**src/rtl/core/eatbv_pkg.sv**
```systemverilog
`timescale 1ns / 1ps

package eatbv_pkg;

	// Field widths
	localparam int ANGLE_W = 16;
	localparam int OUT_W   = 16;

	// CORDIC datapath
	localparam int CORDIC_STEPS = 16;
	localparam int XY_W         = 32;
	localparam int Z_W          = 25;
	localparam int TRIG_W       = 22;

	// Gain-compensated 1.0 at scale 2^28
	localparam logic signed [XY_W-1:0] CORDIC_GAIN = 32'sd163008218;

	// atan(2^-i) in degrees * 2^16, rounded
	localparam logic signed [Z_W-1:0] ATAN_DEG16 [CORDIC_STEPS] = '{
		25'sd2949120, 25'sd1740967, 25'sd919879, 25'sd466945,
		25'sd234379,  25'sd117304,  25'sd58666,  25'sd29335,
		25'sd14668,   25'sd7334,    25'sd3667,   25'sd1833,
		25'sd917,     25'sd458,     25'sd229,    25'sd115
	};

	// State carried from cell to cell
	typedef struct packed {
		logic signed [XY_W-1:0] x;
		logic signed [XY_W-1:0] y;
		logic signed [Z_W-1:0]  z;
		logic                   neg_cos;
	} cordic_t;

	// Sine and cosine at scale 2^20
	typedef struct packed {
		logic signed [TRIG_W-1:0] sn;
		logic signed [TRIG_W-1:0] cs;
	} trig_t;

endpackage

```
**src/rtl/core/eatbv_cordic_cell.sv**
```systemverilog
`timescale 1ns / 1ps

module eatbv_cordic_cell import eatbv_pkg::*; #(
	parameter int unsigned STEP = 0
) (
	input  logic    clk,
	input  logic    en,
	input  cordic_t d,
	output cordic_t q
);

	cordic_t st_s1;
	logic signed [XY_W-1:0] xs;
	logic signed [XY_W-1:0] ys;

	assign xs = d.x >>> STEP;
	assign ys = d.y >>> STEP;

	// Rotate one step towards zero residual angle
	always_ff @(posedge clk) begin
		if (en) begin
			st_s1.neg_cos <= d.neg_cos;
			if (!d.z[Z_W-1]) begin
				st_s1.x <= d.x - ys;
				st_s1.y <= d.y + xs;
				st_s1.z <= d.z - ATAN_DEG16[STEP];
			end else begin
				st_s1.x <= d.x + ys;
				st_s1.y <= d.y - xs;
				st_s1.z <= d.z + ATAN_DEG16[STEP];
			end
		end
	end

	assign q = st_s1;

endmodule

```
**src/rtl/core/eatbv_trig_chain.sv**
```systemverilog
`timescale 1ns / 1ps

module eatbv_trig_chain import eatbv_pkg::*; (
	input  logic                      clk,
	input  logic                      en,
	input  logic signed [ANGLE_W-1:0] angle,
	output trig_t                     trig
);

	cordic_t prep_s1;
	cordic_t link [CORDIC_STEPS+1];
	trig_t   trig_s2;

	logic signed [16:0] a_in;
	logic signed [16:0] a_wrap;
	logic signed [16:0] a_fold;
	logic               neg;

	// Wrap once by 360 degrees, then fold into the right half-plane
	always_comb begin
		a_in = 17'(angle);
		if (a_in > 17'sd23040) begin
			a_wrap = a_in - 17'sd46080;
		end else if (a_in < -17'sd23040) begin
			a_wrap = a_in + 17'sd46080;
		end else begin
			a_wrap = a_in;
		end
		neg = 1'b0;
		if (a_wrap > 17'sd11520) begin
			a_fold = 17'sd23040 - a_wrap;
			neg    = 1'b1;
		end else if (a_wrap < -17'sd11520) begin
			a_fold = -17'sd23040 - a_wrap;
			neg    = 1'b1;
		end else begin
			a_fold = a_wrap;
		end
	end

	// Load the first cell's operands
	always_ff @(posedge clk) begin
		if (en) begin
			prep_s1.x       <= CORDIC_GAIN;
			prep_s1.y       <= '0;
			prep_s1.z       <= Z_W'(a_fold) <<< 9;
			prep_s1.neg_cos <= neg;
		end
	end

	assign link[0] = prep_s1;

	// Row of rotation cells
	for (genvar i = 0; i < CORDIC_STEPS; i++) begin : g_cell
		eatbv_cordic_cell #(
			.STEP(i)
		) u_cell (
			.clk(clk),
			.en (en),
			.d  (link[i]),
			.q  (link[i+1])
		);
	end

	logic signed [XY_W-1:0]   sn_r;
	logic signed [XY_W-1:0]   cs_r;
	logic signed [TRIG_W-1:0] cs_n;

	// Round to scale 2^20 and restore the cosine sign
	always_comb begin
		sn_r = link[CORDIC_STEPS].y + XY_W'(128);
		cs_r = link[CORDIC_STEPS].x + XY_W'(128);
		cs_n = cs_r[TRIG_W+7:8];
	end

	always_ff @(posedge clk) begin
		if (en) begin
			trig_s2.sn <= sn_r[TRIG_W+7:8];
			trig_s2.cs <= link[CORDIC_STEPS].neg_cos ? -cs_n : cs_n;
		end
	end

	assign trig = trig_s2;

endmodule

```
**config.mk**
```make
export PLATFORM = sky130hd
export DESIGN_NAME = eatbv_trig_chain
export DESIGN_NICKNAME = d
export VERILOG_FILES = /design/src/rtl/core/eatbv_pkg.sv /design/src/rtl/core/eatbv_cordic_cell.sv /design/src/rtl/core/eatbv_trig_chain.sv
export SDC_FILE = /design/constraint.sdc
export NUM_CORES = 2
export LEC_CHECK = 0
export BUFFER_PORTS_ARGS = -buffer_cell sky130_fd_sc_hd__buf_2
export CORE_MARGIN = 4
export CORE_UTILIZATION = 50
export DETAILED_ROUTE_END_ITERATION = 8
export GPL_ROUTABILITY_DRIVEN = 0
export PLACE_DENSITY = 0.71
export REMOVE_ABC_BUFFERS = 1
export SLEW_MARGIN = 20
export SYNTH_ARGS = -nofsm -noshare
export SYNTH_HDL_FRONTEND = slang
export SYNTH_SLANG_ARGS = --single-unit
export TNS_END_PERCENT = 5
```
**constraint.sdc**
```tcl
create_clock -name clk -period 10.9 [get_ports clk]
set_input_delay 3.27 -clock clk [delete_from_list [all_inputs] [get_ports clk]]
set_output_delay 3.27 -clock clk [all_outputs]
set_load 0.01 [all_outputs]
```
==> results.py <==
metrics = {
    "synth": {
        "yosysWarningCount": 0,
        "synth_cells": 11300,
        "async_flop_share": 0,
        "synth_edf_count": 1321,
        "synthDistinctLibCells": 97,
        "synth.largest_area_cell": "edfxtp_1",
        "synth_top_family_by_area": "compound AO/OA/AOI/OAI gates",
        "synth_seq_cells": 1321,
        "synth_mux_area_frac": 0.0108,
        "syn-mean-instance-area_um2": 9.72,
        "ys_top_cells_by_count": "1321 x edfxtp_1, 1314 x ha_1, 1242 x a21oi_1, 1043 x xnor2_1, 1024 x nor2_1",
        "synth.most_common_cell": "edfxtp_1",
        "ys.flop_type": "edfxtp_1",
        "synth_seq_area_share": 0.360,
        "synthTopCellsByArea": "edfxtp_1 36%, ha_1 15%, xnor2_1 8.3%",
        "synth-simple-area-share": 0.132,
        "synth_top_area_share": 0.360,
        "synth-xor-area-share": 0.133,
        "synth-compound-area-share": 0.185,
        "synth_fa_ha_area_frac": 0.157,
        "syn_area_um2": 110000,
    },
    "timing": {
        "setup_viol": 0,
        "setup_tns_ns": 0,
        "finClkSkew_ns": 0.0429,
        "slew_violations": 0,
        "worstMarginPinSlew_ns": 1.24,
        "relSlewSlack": 0.167,
        "rsz0062_at_grt": "false",
        "clock.fmax_mhz": 170,
        "fin_crit_sh": 0.540,
        "fin_crit_ns": 5.89,
        "finalHoldViolations": 0,
    },
    "grt": {
        "gr-usage-met3": 0.0308,
        "antenna_found_initial": 2,
        "grt_pass1_wl_um": 440000,
        "grt_use_met1": 0.320,
        "grt_max_degree": 214,
        "grt_busiest_layer": "met2",
        "grt_pass1_vias": 82900,
        "gr-usage-met2": 0.381,
        "grt_overflow": 0,
        "grt_usage": 0.233,
    },
    "setup_path": {
        "path_buf_inv": 2,
        "critPathMostFrequentCell": "xnor2_1",
        "ff2ff_setup_slack_ns": 5.23,
        "crit_end": "link[1453]",
        "cp_top_family": "compound AO/OA/AOI/OAI gates",
        "worstPathCellList": "buf_2 > inv_1 > ha_1 > or3b_1 > nand4bb_1 > o211ai_1 > a211oi_2 > a21oi_1 > xnor2_1 > nor2_1 > a221o_1 > nand2_2 > o31ai_1 > xnor2_1",
        "arrival_ns": 6.43,
        "crit_start": "angle[0]",
        "required_ns": 11.44,
        "cp_max_fo": 8,
        "slowest_stage": "xnor2_1",
        "critical_path.max_stage_delay_ns": 0.50,
        "end_kind": "register",
        "timing.rr.end": "g_cell[3].u_cell.q[85]",
        "crit_cells": 14,
        "critPathLaunchType": "input port",
        "crit_type": "input port to register",
        "r2r_cells": 15,
        "rr_startpoint": "g_cell[2].u_cell.q[32]",
    },
    "placed_design": {
        "dp_hpwl_um": 216000,
        "io_buffers": 61,
    },
    "run": {
        "maxCapViolCount": 0,
    },
    "drt": {
        "vias_per_cell": 6.04,
        "routed_wl_um": 276000,
        "drc": 0,
        "vias": 87000,
        "postRouteAntennaNets": 0,
        "first_pass_iters": 9,
        "wl_per_cell_um": 19.2,
        "drtIter0Drc": 8178,
    },
    "clock_tree": {
        "cts_resized": 0,
        "cts_buffers": 151,
        "ctsHtreeMaxLevel": 4,
        "clk_latency_ns": 0.83,
        "cts_buffer_depth": 3,
        "hold_buffers": 0,
        "cts_sinks": 1321,
        "clkTransAtPathRegs_ns": 0.06,
        "clock-root-buffer": "clkbuf_16",
        "cts_tree": "yes",
        "cts_setup_buffers": 0,
    },
    "final_layout": {
        "flow.area_growth_from_synthesis_pct": 8.12,
        "fillers": 18700,
        "fin_nets": 12800,
        "drive_above_1_share": 0.0435,
    },
    "outcome": {
        "status": "finished clean",
    },
    "die": {
        "io_pins": 62,
        "dieArea_um2": 228000,
        "coreArea_um2": 218000,
        "num_rows": 171,
        "die_w_um": 477,
        "die_y_um": 477,
        "initial_core_util": 0.505,
    },
    "hold_path": {
        "worstHoldPathCells": 0,
        "min_path_type": "register to register",
    },
}
## metal layers
metal | part of all wire | up-vias | wire length [um]
met3 | 0.066 | 555 | 18200
met1 | 0.44 | 41400 | 122000
met4 | 0.033 | 0 | 9250
li1 | - | 42100 | -
met2 | 0.46 | 2933 | 127000
met5 | 0 | - | 0
## worst reg2reg max path, cell delays in order, from the launching register on
cell       delay (ns)
edfxtp_1         0.48
or4_1            0.64
nor4_1           0.28
nor2b_1          0.25
nand2_1          0.13
nor3b_1          0.80
a21oi_1          0.19
xnor2_1          0.23
ha_1             0.27
a21o_1           0.18
a2111oi_0        0.61
a21boi_1         0.21
a31o_2           0.30
a311oi_1         0.49
o21ai_0          0.21
xnor2_1          0.16
## flip-flops by register name, indices dropped and copies added, names as in the netlist
signal / flops
g_cell.u_cell.q: 1260
trig: 44
link: 17
## worst min path at each step
stage,startpoint,endpoint
final,g_cell[4].u_cell.q[0],g_cell[5].u_cell.q[0]
after global routing,g_cell[8].u_cell.q[0],g_cell[9].u_cell.q[0]
after CTS,g_cell[4].u_cell.q[0],g_cell[5].u_cell.q[0]
after detailed placement,g_cell[2].u_cell.q[0],g_cell[3].u_cell.q[0]
after global placement,g_cell[2].u_cell.q[0],g_cell[3].u_cell.q[0]
after floorplan,link[1440],g_cell[0].u_cell.q[0]
## stage by stage
stage                     area, um2  utilization  hold slack (ns)  instances  setup slack, ns
after floorplan              109000            -            0.400      11200             4.97
after global placement       114000        0.522            0.400      14100             4.43
after detailed placement     114000        0.522            0.405      14100             4.33
after CTS                    119000        0.546            0.409      14400             5.19
after global routing         119000        0.546            0.427      14400             4.77
final                        119000        0.546            0.415      14400             5.01
## area by class of cell
| type | count | area [um2] | area share |
|---|---|---|---|
| Timing Repair Buffer | 113 | 793 | 0.00667 |
| Clock buffer | 179 | 3950 | 0.0332 |
| Clock inverter | 99 | 1220 | 0.0102 |
| Multi-Input combinational cell | 9380 | 68100 | 0.572 |
| Tap cell | 2854 | 3570 | 0.0300 |
| Sequential cell | 1321 | 39700 | 0.333 |
| Inverter | 459 | 1720 | 0.0145 |
| Antenna cell | 2 | 5.00 | 0.0000421 |
## kinds of logic after synthesis
family	after synthesis
AOI/OAI and AO/OA	3231
buffers and inverters	624
and+or+nand+nor	3006
adders and majority gates	1354
muxes	111
other	1
xor gates and xnor gates	1677
DFF	1321
## placed cells by master (no fill, tap or decap), types with 26 or more instances in the layout
master and instances:
ha_1 1314, nor2b_1 151, and2_1 62, nand2_1 554, o31ai_1 59, fa_1 40, o21ai_1 33, nor4_1 82
a21boi_0 29, buf_4 46, mux2_2 60, a211oi_1 96, nand3_1 182, or3_1 75, nor2_1 1024, clkinv_1 26
o211ai_1 37, a21o_1 500, o21bai_1 118, a21oi_1 1242, xor2_1 634, o21a_1 207, o41ai_1 29, nor3b_1 32
nand2b_1 180, xnor2_1 1043, nor3_1 324, buf_2 60, and3_1 92, inv_1 458, or4_1 30, or2_2 38
nand4_1 87, mux2i_1 51, a31oi_1 121, clkbuf_16 154, o21ai_0 440, edfxtp_1 1321
Power is not shown: default switching activity piles up to over one toggle a cycle in this logic, so the estimate is an artifact.
